`config.mk`:
```
export PLATFORM = sky130hd
export DESIGN_NAME = dma_controller_four_channel_flat
export DESIGN_NICKNAME = d
export VERILOG_FILES = /design/src/dmac_pkg.sv /design/src/dmac_if.sv /design/src/dmac_front.sv /design/src/dmac_back.sv /design/src/dma_controller_four_channel.sv /design/src/flat_wrapper.sv
export SDC_FILE = /design/constraint.sdc
export NUM_CORES = 2
export LEC_CHECK = 0
export BUFFER_PORTS_ARGS = -buffer_cell sky130_fd_sc_hd__clkbuf_2
export CAP_MARGIN = 40
export CORE_ASPECT_RATIO = 1.4
export CORE_MARGIN = 8
export CORE_UTILIZATION = 25
export DETAILED_ROUTE_END_ITERATION = 10
export HOLD_SLACK_MARGIN = 0.1
export PLACE_DENSITY = 0.36
export SYNTH_ARGS = -nofsm -noshare
export SYNTH_HDL_FRONTEND = slang
export SYNTH_SLANG_ARGS = --single-unit
```
`constraint.sdc`:
```
create_clock -name clk -period 6.2 [get_ports clk]
set_input_delay 1.86 -clock clk [delete_from_list [all_inputs] [get_ports clk]]
set_output_delay 1.86 -clock clk [all_outputs]
set_load 0.05 [all_outputs]
```
`src/dmac_pkg.sv`:
```
package dmac_pkg;

  localparam int unsigned NCH = 4;

  typedef enum logic [1:0] {
    OP_READ  = 2'd0,
    OP_WRITE = 2'd1,
    OP_PIN   = 2'd2,
    OP_TICK  = 2'd3
  } op_t;

  localparam logic [3:0] REG_STATUS  = 4'd8;
  localparam logic [3:0] REG_REQUEST = 4'd9;
  localparam logic [3:0] REG_SMASK   = 4'd10;
  localparam logic [3:0] REG_MODE    = 4'd11;
  localparam logic [3:0] REG_CLRFF   = 4'd12;
  localparam logic [3:0] REG_MCLR    = 4'd13;
  localparam logic [3:0] REG_CLRMASK = 4'd14;
  localparam logic [3:0] REG_ALLMASK = 4'd15;

  localparam logic [2:0] BUS_NONE   = 3'd0;
  localparam logic [2:0] BUS_D2M    = 3'd1;
  localparam logic [2:0] BUS_M2D    = 3'd2;
  localparam logic [2:0] BUS_VERIFY = 3'd3;
  localparam logic [2:0] BUS_M2M    = 3'd4;

  typedef struct packed {
    logic [1:0] mode;
    logic [3:0] reg_index;
    logic [7:0] write_value;
    logic [1:0] pin_channel;
    logic       pin_asserted;
    logic [7:0] bus_data;
  } item_t;

  typedef struct packed {
    logic [7:0]  read_data;
    logic        cycle_ran;
    logic [1:0]  cycle_channel;
    logic [15:0] target_address;
    logic [15:0] source_address;
    logic [2:0]  bus_operation;
    logic [7:0]  write_data;
    logic        tc_hit;
    logic [3:0]  dack_levels;
    logic [3:0]  dreq_levels;
  } result_t;

  // decoded item from the front part
  typedef struct packed {
    logic        is_read;
    logic        is_write;
    logic        is_pin;
    logic        is_tick;
    logic        idx_lo;      // register 0..7
    logic [1:0]  chan;        // channel of register 0..7
    logic        is_cnt;      // odd register
    item_t       item;
  } cmd_t;

endpackage

```
`src/dmac_if.sv`:
```
interface dmac_item_if;
  logic             valid;
  logic             ready;
  dmac_pkg::item_t  data;
  modport source (output valid, output data, input ready);
  modport sink   (input valid, input data, output ready);
endinterface

interface dmac_result_if;
  logic               valid;
  logic               ready;
  dmac_pkg::result_t  data;
  modport source (output valid, output data, input ready);
  modport sink   (input valid, input data, output ready);
endinterface

```
`src/dmac_front.sv`:
```
module dmac_front (
  input  logic            clk,
  input  logic            rst_n,
  dmac_item_if.sink       in_ch,
  output logic            q_valid,
  output dmac_pkg::cmd_t  q_data,
  input  logic            q_ready
);

  // two-entry queue of decoded items
  dmac_pkg::cmd_t ent_r [2];
  logic [1:0] cnt_r, cnt_nxt;
  logic       rd_r, rd_nxt;
  logic       wr_r, wr_nxt;
  dmac_pkg::cmd_t dec;
  logic push, pop;

  always_comb begin
    dec.item     = in_ch.data;
    dec.is_read  = in_ch.data.mode == dmac_pkg::OP_READ;
    dec.is_write = in_ch.data.mode == dmac_pkg::OP_WRITE;
    dec.is_pin   = in_ch.data.mode == dmac_pkg::OP_PIN;
    dec.is_tick  = in_ch.data.mode == dmac_pkg::OP_TICK;
    dec.idx_lo   = ~in_ch.data.reg_index[3];
    dec.chan     = in_ch.data.reg_index[2:1];
    dec.is_cnt   = in_ch.data.reg_index[0];
  end

  assign in_ch.ready = cnt_r != 2'd2;
  assign push    = in_ch.valid & in_ch.ready;
  assign q_valid = cnt_r != 2'd0;
  assign pop     = q_valid & q_ready;
  assign q_data  = ent_r[rd_r];

  always_comb begin
    cnt_nxt = cnt_r + 2'(push) - 2'(pop);
    rd_nxt  = rd_r ^ pop;
    wr_nxt  = wr_r ^ push;
  end

  always_ff @(posedge clk) begin
    if (!rst_n) begin
      cnt_r <= '0;
      rd_r  <= 1'b0;
      wr_r  <= 1'b0;
    end else begin
      cnt_r <= cnt_nxt;
      rd_r  <= rd_nxt;
      wr_r  <= wr_nxt;
    end
    if (push) ent_r[wr_r] <= dec;
  end

endmodule

```
`src/dmac_back.sv`:
```
module dmac_back (
  input  logic             clk,
  input  logic             rst_n,
  input  logic             q_valid,
  input  dmac_pkg::cmd_t   q_data,
  output logic             q_ready,
  dmac_result_if.source    out_ch
);

  logic [15:0] base_addr_r [4];
  logic [15:0] base_cnt_r  [4];
  logic [15:0] cur_addr_r  [4];
  logic [15:0] cur_cnt_r   [4];
  logic [7:0]  cmode_r     [4];
  logic [15:0] base_addr_nxt [4];
  logic [15:0] base_cnt_nxt  [4];
  logic [15:0] cur_addr_nxt  [4];
  logic [15:0] cur_cnt_nxt   [4];
  logic [7:0]  cmode_nxt     [4];
  logic [7:0]  command_r, command_nxt;
  logic [3:0]  status_r, status_nxt;
  logic [3:0]  soft_r, soft_nxt;
  logic [3:0]  mask_r, mask_nxt;
  logic [3:0]  pin_r, pin_nxt;
  logic [7:0]  temp_r, temp_nxt;
  logic        high_r, high_nxt;

  dmac_pkg::result_t res_r, res_nxt;
  logic              ov_r;
  logic              step;

  dmac_pkg::item_t it;
  logic [3:0]  asking, ask_post, bitv;
  logic [1:0]  pc, tc;
  logic        pc_ok, post_ok, tcx;
  logic [15:0] rv, a, wrd;
  logic [1:0]  ty;
  logic [7:0]  m;

  assign it      = q_data.item;
  assign q_ready = !ov_r || out_ch.ready;
  assign step    = q_valid && q_ready;
  assign out_ch.valid = ov_r;
  assign out_ch.data  = res_r;

  always_comb begin
    for (int c = 0; c < 4; c++) begin
      asking[c] = (pin_r[c] & ~mask_r[c]) | (soft_r[c] & (cmode_r[c][7:6] == 2'd2));
    end
    pc_ok = !command_r[2] && asking != 4'd0;
    priority casez (asking)
      4'b???1: pc = 2'd0;
      4'b??10: pc = 2'd1;
      4'b?100: pc = 2'd2;
      default: pc = 2'd3;
    endcase
  end

  always_comb begin
    base_addr_nxt = base_addr_r; base_cnt_nxt = base_cnt_r;
    cur_addr_nxt  = cur_addr_r;  cur_cnt_nxt  = cur_cnt_r;
    cmode_nxt = cmode_r; command_nxt = command_r; status_nxt = status_r;
    soft_nxt = soft_r; mask_nxt = mask_r; pin_nxt = pin_r;
    temp_nxt = temp_r; high_nxt = high_r;
    res_nxt = '0;
    bitv = 4'b1 << it.write_value[1:0];
    rv = q_data.is_cnt ? cur_cnt_r[q_data.chan] : cur_addr_r[q_data.chan];
    wrd = q_data.is_cnt ? base_cnt_r[q_data.chan] : base_addr_r[q_data.chan];
    tc = pc; tcx = 1'b0;
    m = cmode_r[pc]; ty = m[3:2]; a = cur_addr_r[pc];

    if (q_data.is_read) begin
      if (q_data.idx_lo) begin
        res_nxt.read_data = high_r ? rv[15:8] : rv[7:0];
        high_nxt = !high_r;
      end else if (it.reg_index == dmac_pkg::REG_STATUS) begin
        res_nxt.read_data = {asking, status_r};
        status_nxt = '0;
      end else if (it.reg_index == dmac_pkg::REG_MCLR) begin
        res_nxt.read_data = temp_r;
      end
    end else if (q_data.is_write) begin
      if (q_data.idx_lo) begin
        if (high_r) wrd[15:8] = it.write_value;
        else wrd[7:0] = it.write_value;
        if (q_data.is_cnt) begin
          base_cnt_nxt[q_data.chan] = wrd; cur_cnt_nxt[q_data.chan] = wrd;
        end else begin
          base_addr_nxt[q_data.chan] = wrd; cur_addr_nxt[q_data.chan] = wrd;
        end
        high_nxt = !high_r;
      end else begin
        unique case (it.reg_index)
          dmac_pkg::REG_STATUS:  command_nxt = it.write_value;
          dmac_pkg::REG_REQUEST: soft_nxt = it.write_value[2] ? (soft_r | bitv)
                                                              : (soft_r & ~bitv);
          dmac_pkg::REG_SMASK:   mask_nxt = it.write_value[2] ? (mask_r | bitv)
                                                              : (mask_r & ~bitv);
          dmac_pkg::REG_MODE:    cmode_nxt[it.write_value[1:0]] = it.write_value;
          dmac_pkg::REG_CLRFF:   high_nxt = 1'b0;
          dmac_pkg::REG_MCLR: begin
            for (int c = 0; c < 4; c++) begin
              base_addr_nxt[c] = '0; base_cnt_nxt[c] = '0;
              cur_addr_nxt[c] = '0; cur_cnt_nxt[c] = '0; cmode_nxt[c] = '0;
            end
            command_nxt = '0; status_nxt = '0; soft_nxt = '0; mask_nxt = 4'hF;
            pin_nxt = '0; temp_nxt = '0; high_nxt = 1'b0;
          end
          dmac_pkg::REG_CLRMASK: mask_nxt = '0;
          dmac_pkg::REG_ALLMASK: mask_nxt = it.write_value[3:0];
          default: ;
        endcase
      end
    end else if (q_data.is_pin) begin
      pin_nxt[it.pin_channel] = it.pin_asserted;
    end else if (command_r[0]) begin
      // memory-to-memory: channel 0 source, channel 1 destination
      if (!command_r[2] && asking[0]) begin
        temp_nxt = it.bus_data;
        if (!command_r[1])
          cur_addr_nxt[0] = cmode_r[0][5] ? cur_addr_r[0] - 16'd1 : cur_addr_r[0] + 16'd1;
        cur_addr_nxt[1] = cmode_r[1][5] ? cur_addr_r[1] - 16'd1 : cur_addr_r[1] + 16'd1;
        cur_cnt_nxt[1] = cur_cnt_r[1] - 16'd1;
        tcx = cur_cnt_r[1] == 16'd0;
        tc = 2'd1;
        res_nxt.cycle_ran = 1'b1; res_nxt.cycle_channel = 2'd1;
        res_nxt.target_address = cur_addr_r[1];
        res_nxt.source_address = cur_addr_r[0];
        res_nxt.bus_operation = dmac_pkg::BUS_M2M;
        res_nxt.write_data = it.bus_data;
        res_nxt.tc_hit = tcx;
        if (tcx) soft_nxt[0] = 1'b0;
      end
    end else if (pc_ok && m[7:6] != 2'd3 && ty != 2'd3) begin
      unique case (ty)
        2'd1: begin
          res_nxt.bus_operation = dmac_pkg::BUS_D2M; res_nxt.write_data = it.bus_data;
        end
        2'd2: begin
          res_nxt.bus_operation = dmac_pkg::BUS_M2D; res_nxt.write_data = it.bus_data;
          res_nxt.source_address = a;
        end
        default: res_nxt.bus_operation = dmac_pkg::BUS_VERIFY;
      endcase
      cur_addr_nxt[pc] = m[5] ? a - 16'd1 : a + 16'd1;
      cur_cnt_nxt[pc] = cur_cnt_r[pc] - 16'd1;
      tcx = cur_cnt_r[pc] == 16'd0;
      res_nxt.cycle_ran = 1'b1; res_nxt.cycle_channel = pc;
      res_nxt.target_address = a; res_nxt.tc_hit = tcx;
    end

    // terminal count handling; soft clear above is folded in after
    if (tcx) begin
      status_nxt[tc] = 1'b1;
      soft_nxt[tc] = 1'b0;
      if (cmode_r[tc][4]) begin
        cur_addr_nxt[tc] = base_addr_r[tc];
        cur_cnt_nxt[tc] = base_cnt_r[tc];
      end else begin
        mask_nxt[tc] = 1'b1;
      end
    end

    // pin levels from the state after this step
    for (int c = 0; c < 4; c++) begin
      ask_post[c] = (pin_nxt[c] & ~mask_nxt[c]) | (soft_nxt[c] & (cmode_nxt[c][7:6] == 2'd2));
    end
    post_ok = !command_nxt[2];
    for (int c = 0; c < 4; c++) begin
      logic ack;
      ack = post_ok && ask_post[c] && ((ask_post & ((4'b1 << c) - 4'b1)) == 4'd0);
      res_nxt.dack_levels[c] = command_nxt[7] ? ack : !ack;
      res_nxt.dreq_levels[c] = command_nxt[6] ? !pin_nxt[c] : pin_nxt[c];
    end
  end

  always_ff @(posedge clk) begin
    if (!rst_n) begin
      for (int c = 0; c < 4; c++) begin
        base_addr_r[c] <= '0; base_cnt_r[c] <= '0;
        cur_addr_r[c] <= '0; cur_cnt_r[c] <= '0; cmode_r[c] <= '0;
      end
      command_r <= '0; status_r <= '0; soft_r <= '0; mask_r <= 4'hF;
      pin_r <= '0; temp_r <= '0; high_r <= 1'b0; ov_r <= 1'b0;
    end else begin
      if (step) begin
        base_addr_r <= base_addr_nxt; base_cnt_r <= base_cnt_nxt;
        cur_addr_r <= cur_addr_nxt; cur_cnt_r <= cur_cnt_nxt; cmode_r <= cmode_nxt;
        command_r <= command_nxt; status_r <= status_nxt; soft_r <= soft_nxt;
        mask_r <= mask_nxt; pin_r <= pin_nxt; temp_r <= temp_nxt; high_r <= high_nxt;
      end
      if (step) ov_r <= 1'b1;
      else if (out_ch.ready) ov_r <= 1'b0;
    end
    if (step) res_r <= res_nxt;
  end

endmodule

```
`src/dma_controller_four_channel.sv`:
```
// four-channel 8237-style dma controller. each input beat is a register read,
// a register write, a dreq pin change or one bus-transfer tick, and gives
// exactly one result beat. a two-entry queue decodes and holds input beats;
// the execute stage applies one beat per cycle and registers its result, so
// one beat per cycle is sustained when the result side takes every beat; a
// beat passes through its queue entry and then the result register. the rate
// is set by the execute stage's combinational state update (priority pick
// plus 16-bit address and count step).
module dma_controller_four_channel #(
  parameter int NUM_CHANNELS = 4
) (
  input  logic         clk,
  input  logic         rst_n,
  dmac_item_if.sink    in_ch,
  dmac_result_if.source out_ch
);

  logic           q_valid, q_ready;
  dmac_pkg::cmd_t q_data;

  // front: accept and decode
  dmac_front u_front (
    .clk, .rst_n, .in_ch, .q_valid, .q_data, .q_ready
  );

  // back: register file, priority pick and transfer
  dmac_back u_back (
    .clk, .rst_n, .q_valid, .q_data, .q_ready, .out_ch
  );

  // every result reports cycle_ran only together with a transfer opcode
  a_ran_op: assert property (@(posedge clk) disable iff (!rst_n)
    out_ch.valid && out_ch.data.cycle_ran |-> out_ch.data.bus_operation != dmac_pkg::BUS_NONE)
    else $error("transfer without operation");

  // a held result stays put while stalled
  a_hold: assert property (@(posedge clk) disable iff (!rst_n)
    out_ch.valid && !out_ch.ready |=> out_ch.valid && $stable(out_ch.data))
    else $error("result changed under stall");

  // terminal count only comes with a transfer
  a_tc: assert property (@(posedge clk) disable iff (!rst_n)
    out_ch.valid && out_ch.data.tc_hit |-> out_ch.data.cycle_ran)
    else $error("terminal count without cycle");

  // channel count is fixed by the register map
  a_nch: assert property (@(posedge clk) NUM_CHANNELS == dmac_pkg::NCH)
    else $error("unsupported channel count");

endmodule

```
`src/flat_wrapper.sv`:
```
// flat-port wrapper written by rule: the top's interface ports become plain ports
module dma_controller_four_channel_flat 
#(
  parameter int NUM_CHANNELS = 4
)
  (clk, rst_n, in_ch_valid, in_ch_data, in_ch_ready, out_ch_valid, out_ch_data, out_ch_ready);
  dmac_item_if in_ch_i ();
  dmac_result_if out_ch_i ();
  input  logic clk;
  input  logic rst_n;
  input wire logic [$bits(in_ch_i.valid)-1:0] in_ch_valid;
  input wire logic [$bits(in_ch_i.data)-1:0] in_ch_data;
  output wire logic [$bits(in_ch_i.ready)-1:0] in_ch_ready;
  output wire logic [$bits(out_ch_i.valid)-1:0] out_ch_valid;
  output wire logic [$bits(out_ch_i.data)-1:0] out_ch_data;
  input wire logic [$bits(out_ch_i.ready)-1:0] out_ch_ready;
  assign in_ch_i.valid = in_ch_valid;
  assign in_ch_i.data = in_ch_data;
  assign in_ch_ready = in_ch_i.ready;
  assign out_ch_valid = out_ch_i.valid;
  assign out_ch_data = out_ch_i.data;
  assign out_ch_i.ready = out_ch_ready;
  dma_controller_four_channel #(.NUM_CHANNELS(NUM_CHANNELS)) u_core (.clk(clk), .rst_n(rst_n), .in_ch(in_ch_i), .out_ch(out_ch_i));
endmodule
```
# Yosys cells after proc, flatten, opt, wreduce, memory -nomap -nowiden
# Memories as Yosys holds them, arrays and structs flattened. A register that Yosys moved wholly into a read port is not among the register bits.
# Index checks and enable logic that the tools add are counted.
[word_totals] out_inout_bits=65 reg_bits=389 ramBits=66 in_bits=29 memories=1
[mem_list] memory="u_core.u_front.ent_r" depth=2 width=33 rd=1 rd_ports_with_merged_regs=1 wr=1 line_no="dmac_front.sv:11" rtl="dmac_pkg::cmd_t ent_r [2];"
[op_classes] eq_ne=33 bitwise_logic=52 muxes=180 reduce_logical=55 magnitude_cmp=12 add_sub_neg=10 shifts=1
[op_table] op="$mux W64" count=23
[op_table] op="$bwmux W64" count=8
[op_table] op="$mux W16" count=29
[op_table] op="$bmux W16 S2" count=8
[op_table] op="$mux W32" count=7
[op_table] op="$mux W8" count=25
[op_table] op="$mux W47" count=3
[op_table] op="$demux W16 S2" count=3
[op_table] op="$mux W4" count=22
[op_table] op="$sub A16 B1 Y16 const B" count=5
[op_table] op="$pmux W32 S2" count=1
[op_table] op="$add A16 B1 Y16 const B" count=3
[op_table] op="$bmux W8 S2" count=2
[op_table] op="$bwmux W32" count=1
[op_table] op="$eq A4 B4 Y1 const B" count=8
[op_table] op="$logic_not A16 Y1" count=2
[op_table] op="$mux W1" count=31
[op_table] op="$eq A2 B2 Y1 const B" count=12
[op_table] op="$reduce_and A5 Y1" count=4
[op_table] op="$and A1 B1 Y1" count=18
[op_table] op="$logic_and A1 B1 Y1" count=18
[op_table] op="$demux W8 S2" count=1
[op_table] op="$ne A2 B2 Y1 const B" count=8
[op_table] op="$or A4 B4 Y4" count=4
[op_table] op="37 further kinds" count=97

# Logic depth before layout (Yosys ltp)
[logic_depth] ltp_word=25 ltp_mapped=25

# Modules after synthesis
# From an unflattened synthesis, not the netlist that was laid out.
[hier_totals] hier_cells=3329 area_unflattened_um2=28175.8
[modules_own_cells] module="dmac_back" cells_each=3199 area_per_inst_um2=25709.7 instances=1 seq_area_each_um2=8117.8
[modules_own_cells] module="dmac_front" cells_each=130 area_per_inst_um2=2466.1 instances=1 seq_area_each_um2=1901.8

# Least setup slack after synthesis
# OpenSTA, ideal clock, no wires.
[synth_timing] path_kind="reg2reg" start="register u_core.u_back.cmode_r[14] (netlist name)" end="register u_core.u_back.res_r (netlist bit u_core.u_back.out_ch.data[7]), data pin" synth_period_minus_slack_ps=4724 path_slack_ps=1476 arrival_ps=4449 stages_incl_launch_ff=23 setup_ps=274 n_path_buf=5 cell_sequence="dfxtp_1 > and3b_1 > buf_2 > nor2_1 > nor2_1 > clkbuf_1 > clkbuf_1 > clkbuf_1 > a221oi_1 > inv_1 > ha_1 > nor2_1 > nand2_1 > a31oi_1 > o31a_1 > nand2_1 > or4_4 > o21ai_4 > buf_6 > a21oi_1 > a22o_1 > nand4b_1 > xnor2_1"
[synth_lines] element="start, declared" line_no="dmac_back.sv:14" rtl="logic [7:0] cmode_r [4];"
[synth_lines] element="start signal, assigned" line_no="dmac_back.sv:188" rtl="cur_addr_r <= cur_addr_nxt; cur_cnt_r <= cur_cnt_nxt; cmode_r <= cmode_nxt;"
[synth_lines] element="end signal, assigned" line_no="dmac_back.sv:195" rtl="if (step) res_r <= res_nxt;"
[synth_lines] element="end, declared" line_no="dmac_back.sv:28" rtl="dmac_pkg::result_t res_r, res_nxt;"

# Worst setup path in the final report
[layout_timing] start="register u_core.u_back.mask_r[0]" end="register u_core.u_back.cur_addr_r[61] (netlist name)"
[layout_between] elab_chain_len=20 elab_cells_between_ends=65 classes_between="add/sub (2); order compare (4); eq/ne (4); mux (42); bitwise (5); reduce/logical (8)"
[layout_lines] element="start, declared" line_no="dmac_back.sv:23" rtl="logic [3:0] mask_r, mask_nxt;"
[layout_lines] element="start signal, assigned" line_no="dmac_back.sv:190" rtl="mask_r <= mask_nxt; pin_r <= pin_nxt; temp_r <= temp_nxt; high_r <= high_nxt;"
[layout_lines] element="$not A1 Y1 (*)" line_no="dmac_back.sv:48" rtl="asking[c] = (pin_r[c] & ~mask_r[c]) | (soft_r[c] & (cmode_r[c][7:6] == 2'd2));"
[layout_lines] element="$and A1 B1 Y1 (*)" line_no="dmac_back.sv:48"
[layout_lines] element="$or A1 B1 Y1 (*)" line_no="dmac_back.sv:48"
[layout_lines] element="$eq A3 B3 Y1 / $eq A2 B2 Y1 (equally long branches)" line_no="dmac_back.sv:51" rtl="priority casez (asking)"
[layout_lines] element="$pmux W2 S3" line_no="dmac_back.sv:51"
[layout_lines] element="$not A2 Y3" line_no="dmac_back.sv:70, dmac_back.sv:145, dmac_back.sv:147"
[layout_lines] element="$bmux W16 S2 / $bmux W8 S2 (equally long branches)" line_no="dmac_back.sv:70" rtl="m = cmode_r[pc]; ty = m[3:2]; a = cur_addr_r[pc];"
[layout_lines] element="$mux W16 (implied by the code) / $mux W8 (equally long branches) (2 in a row)" line_no="dmac_back.sv:70"
[layout_lines] element="(+3 left out)"
[layout_lines] element="$mux W64" line_no="dmac_back.sv:134" rtl="end else if (pc_ok && m[7:6] != 2'd3 && ty != 2'd3) begin"
[layout_lines] element="$mux W32" line_no="dmac_back.sv:116" rtl="end else if (command_r[0]) begin"
[layout_lines] element="$mux W64" line_no="dmac_back.sv:114" rtl="end else if (q_data.is_pin) begin"
[layout_lines] element="$mux W64" line_no="dmac_back.sv:82" rtl="end else if (q_data.is_write) begin"
[layout_lines] element="$mux W64" line_no="dmac_back.sv:72" rtl="if (q_data.is_read) begin"
[layout_lines] element="$bwmux W64" line_no="dmac_back.sv:157" rtl="cur_addr_nxt[tc] = base_addr_r[tc];"
[layout_lines] element="$mux W64" line_no="dmac_back.sv:156" rtl="if (cmode_r[tc][4]) begin"
[layout_lines] element="$mux W64 (*)" line_no="dmac_back.sv:153" rtl="if (tcx) begin"
[layout_lines] element="end signal, assigned" line_no="dmac_back.sv:188"
[layout_lines] element="end, declared" line_no="dmac_back.sv:12" rtl="logic [15:0] cur_addr_r [4];"
# Every way passes the cells marked *; elsewhere a longest branch is shown, timed or not. The select of a mux whose other input is x is not followed.
# A chain may end at the register's enable or synchronous reset.

==> impl_metrics.sql <==
INSERT INTO impl_metrics (metric_group, metric, value, unit) VALUES
('run_status', 'status', 'finished, final reports clean', ''),
('worst_setup_path', 'cp-end-kind', 'flip-flop', ''),
('timing', 'tightestPinTransition', '1160', 'ps'),
('yosys', 'muxShareOfSynthArea', '3.33', '%'),
('yosys', 'synth_seq_cells', '433', ''),
('worst_setup_path', 'timing.critical_path.from_type', 'flip-flop', ''),
('route', 'drt_wl_total', '174', 'mm'),
('route', 'drt-vias-per-instance', '6.02', ''),
('route', 'drtAntennaViolNets', '0', ''),
('global_route', 'pin_count_of_the_biggest_net_entering_global_routing', '110', ''),
('timing', 'timing.setup.tns', '0', 'ps'),
('die', 'horizontal_extent_of_the_die', '300', 'um'),
('cells_and_area', 'area_growth_syn_to_layout', '17.6', '%'),
('route', 'wire_per_inst', '33.3', 'um'),
('place', 'gp_routability_congestion', '0.985', ''),
('yosys', 'post_synth_and_or_nand_nor_area_fraction', '20.9', '%'),
('yosys', 'synth_top_flop_cell', 'sky130_fd_sc_hd__dfxtp_1', ''),
('route', 'vias', '31475', ''),
('cells_and_area', 'layout.cells.most_common_list', '526 x sky130_fd_sc_hd__nand2_1, 491 x sky130_fd_sc_hd__nor2_1, 321 x sky130_fd_sc_hd__a21oi_1, 314 x sky130_fd_sc_hd__dfxtp_1, 195 x sky130_fd_sc_hd__o21ai_0', ''),
('clocking', 'cts_tree', 'done', ''),
('die', 'placementRows', '146', ''),
('pwr', 'seqPwrFrac', '26.6', '%'),
('worst_setup_path', 'reg2reg_from', 'u_core.u_back.mask_r[0]', ''),
('global_route', 'globalRoute.totalOverflow', '0', ''),
('hold_path', 'hp-start', 'u_core.u_back.cur_addr_r[9]', ''),
('yosys', 'yosys.area.top_type_share', '22.4', '%'),
('worst_setup_path', 'critical_path_arrival', '6170', 'ps'),
('cells_and_area', 'leading_cell_type_in_the_layout_fill_and_taps_excluded', 'sky130_fd_sc_hd__nand2_1', ''),
('yosys', 'synth_edf_count', '117', ''),
('global_route', 'groute.usage.overall', '26.6', '%'),
('yosys', 'netlist.top_cell.by_area', 'sky130_fd_sc_hd__dfxtp_1', ''),
('global_route', 'wire_length_of_the_first_global_routing_pass', '241', 'mm'),
('timing', 'drv_slew', '0', ''),
('die', 'die_area', '124000', 'sq um'),
('die', 'die_h', '414', 'um'),
('yosys', 'synth_area_leaders', 'sky130_fd_sc_hd__dfxtp_1 22%, sky130_fd_sc_hd__edfxtp_1 12%, sky130_fd_sc_hd__nand2_1 7.0%', ''),
('die', 'initial_utilization', '25.1', '%'),
('cells_and_area', 'final_net_count', '3785', ''),
('yosys', 'ys_async_sr_fraction', '0', '%'),
('worst_setup_path', 'cell_with_the_largest_stage_delay_on_the_worst_path', 'sky130_fd_sc_hd__a221oi_1', ''),
('worst_setup_path', 'reg2reg_slack', '580', 'ps'),
('timing', 'timing_hold_violations_final', '0', ''),
('worst_setup_path', 'worstRegToRegCells', '12', ''),
('timing', 'report.final.setup_viol', '0', ''),
('hold_path', 'hold_path_end', 'u_core.u_back.cur_addr_r[9]', ''),
('yosys', 'post_synth.cell_area_avg', '7.78', 'sq um'),
('yosys', 'post_synth_inst_count', '3639', ''),
('clocking', 'postCtsResizedCells', '0', ''),
('pwr', 'internal_power', '6.63', 'mW'),
('flow_run', 'max-cap-violations', '0', ''),
('timing', 'maxClockFrequency', '0.178', 'GHz'),
('route', 'detail_route.first_pass.iterations', '7', ''),
('timing', 'worst_slew_margin_rel', '22.6', '%'),
('clocking', 'cts_hold_buffers', '0', ''),
('worst_setup_path', 'timing.critical_path.max_delay_family', 'simple AND/OR/NAND/NOR gates', ''),
('yosys', 'syn-cell-area', '28300', 'sq um'),
('worst_setup_path', 'critPathBufInv', '1', ''),
('cells_and_area', 'final_cell_area', '33300', 'sq um'),
('route', 'drt_iter0_markers', '3626', ''),
('clocking', 'post-cts-setup-buffer-count', '0', ''),
('clocking', 'h-tree-depth', '2', ''),
('pwr', 'power.leakage', '11.8', 'nW'),
('worst_setup_path', 'timing_worst_setup_path_type', 'reg2reg', ''),
('global_route', 'number_of_global_route_vias_before_repair', '30493', ''),
('yosys', 'synth_nets', '3722', ''),
('yosys', 'yosys_warnings', '0', ''),
('clocking', 'clock_tree.buffer_depth', '3', ''),
('cells_and_area', 'filler_cell_count', '12139', ''),
('cells_and_area', 'post_route_cells_drive_above_1_share', '13.4', '%'),
('yosys', 'synth_adder_area_share', '2.54', '%'),
('timing', 'finalWorstPathRequiredPeriod', '5620', 'ps');
-- logic make-up (layout without fill, tap and decap cells) --
logic type,after synthesis,count (layout)
other,0,1
adders and majority gates,56,56
muxes,90,90
and+or+nand+nor,1362,1362
xor gates and xnor gates,72,72
DFF,433,433
AOI/OAI and AO/OA,1290,1290
buffers and inverters,336,442
-- registers in the layout (all words and copies together) (netlist names), named ones only --
register	flops
u_core.u_back.cur_addr_r	64
u_core.u_back.temp_r	8
u_core.u_back.mask_r	4
u_core.u_back.out_ch.valid	1
u_core.u_back.base_addr_r	64
u_core.u_back.command_r	5
u_core.u_back.cmode_r	24
u_core.u_front.rd_r	1
u_core.u_back.high_r	1
u_core.u_back.pin_r	4
u_core.u_back.status_r	4
u_core.u_back.soft_r	4
u_core.u_front.wr_r	1
u_core.u_back.base_cnt_r	64
u_core.u_back.cur_cnt_r	64
u_core.u_front.cnt_r	2
u_core.u_front.ent_r	54
u_core.u_back.out_ch.data	63
-- stage by stage --
step | hold slack [ps] | utilization [%] | setup WS, ps | std cells
finish | 492 | 29.5 | 584 | 5226
global route | 517 | 29.5 | 484 | 5225
CTS | 488 | 29.5 | 743 | 5221
detailed placement | 480 | 27.8 | 803 | 5122
global placement | 482 | 27.5 | 843 | 5087
floorplan | 449 | - | 1480 | 3639
-- synth_stat cells, types with 10 or more instances --
master,number
sky130_fd_sc_hd__nor3_1,65
sky130_fd_sc_hd__dfxtp_1,316
sky130_fd_sc_hd__o211ai_1,92
sky130_fd_sc_hd__buf_1,25
sky130_fd_sc_hd__a211oi_1,44
sky130_fd_sc_hd__nor4_1,13
sky130_fd_sc_hd__a31oi_1,51
sky130_fd_sc_hd__o22ai_1,37
sky130_fd_sc_hd__or3_1,10
sky130_fd_sc_hd__o21ai_0,196
sky130_fd_sc_hd__buf_2,41
sky130_fd_sc_hd__a22o_1,49
sky130_fd_sc_hd__edfxtp_1,117
sky130_fd_sc_hd__nand2b_1,17
sky130_fd_sc_hd__a221oi_1,64
sky130_fd_sc_hd__inv_1,39
sky130_fd_sc_hd__xor2_1,19
sky130_fd_sc_hd__mux2_2,20
sky130_fd_sc_hd__a222oi_1,50
sky130_fd_sc_hd__a32oi_1,12
sky130_fd_sc_hd__o31ai_1,17
sky130_fd_sc_hd__nand4_1,11
sky130_fd_sc_hd__a21o_1,18
sky130_fd_sc_hd__a22oi_1,134
sky130_fd_sc_hd__a311oi_1,21
sky130_fd_sc_hd__o21a_1,11
sky130_fd_sc_hd__mux2i_1,68
sky130_fd_sc_hd__a21oi_1,323
sky130_fd_sc_hd__or2_2,13
sky130_fd_sc_hd__o21ai_1,21
sky130_fd_sc_hd__o2111ai_1,18
sky130_fd_sc_hd__o221ai_1,26
sky130_fd_sc_hd__a221o_1,14
sky130_fd_sc_hd__clkbuf_1,209
sky130_fd_sc_hd__nand3_1,117
sky130_fd_sc_hd__ha_1,51
sky130_fd_sc_hd__and2_1,11
sky130_fd_sc_hd__xnor2_1,53
sky130_fd_sc_hd__nand2_1,526
sky130_fd_sc_hd__nor2b_1,11
sky130_fd_sc_hd__nor2_1,496
sky130_fd_sc_hd__and3_1,25
-- power by group through the flow --
stage / clock network (mW) / registers [mW] / logic, mW
2_1_floorplan: 0 / 3.94 / 2.55
3_3_place_gp: 0 / 3.49 / 5.76
3_5_place_dp: 0 / 3.49 / 5.83
4_1_cts: 3.57 / 3.43 / 5.84
5_1_grt: 3.66 / 3.47 / 6.09
6_report: 3.49 / 3.43 / 5.99
-- metal layers --
metal  GRT usage, %  part of all wire [%]  up-vias
li1               -                     -    13750
met1           30.8                    38    15472
met2           44.3                    47     1692
met3           4.18                   6.6      555
met4           19.1                   8.4        6
met5              0                 0.013        -
-- worst max-delay path by stage --
stage	from	slack, ps	cells past startpoint	to
floorplan	u_core.u_back.cmode_r[14]	1480	22	u_core.u_back.out_ch.data[7]
global placement	u_core.u_back.cmode_r[23]	840	12	u_core.u_back.cur_addr_r[61]
detailed placement	u_core.u_back.cmode_r[23]	800	12	u_core.u_back.cur_addr_r[61]
CTS	u_core.u_back.cmode_r[23]	740	12	u_core.u_back.cur_addr_r[61]
global route	u_core.u_back.cmode_r[23]	480	17	u_core.u_back.cur_addr_r[61]
finish	u_core.u_back.mask_r[0]	580	12	u_core.u_back.cur_addr_r[61]
-- tightest hold or removal path, stage by stage (launching register included) --
cell                      delay (ps)
sky130_fd_sc_hd__dfxtp_1         330
sky130_fd_sc_hd__nand2_1          60
sky130_fd_sc_hd__a21oi_1          50
-- final cells by class --
cell class,instances,area [sq um],share of cell area (%)
Sequential cell,433,9840,29.6
Clock inverter,18,280,0.842
Multi-Input combinational cell,2870,17300,51.9
Clock buffer,81,1640,4.93
Antenna cell,1,2.50,0.00752
Tap cell,1480,1850,5.56
Timing Repair Buffer,300,2230,6.69
Inverter,43,176,0.530
Note: power is estimated with default switching activity, not from simulation.
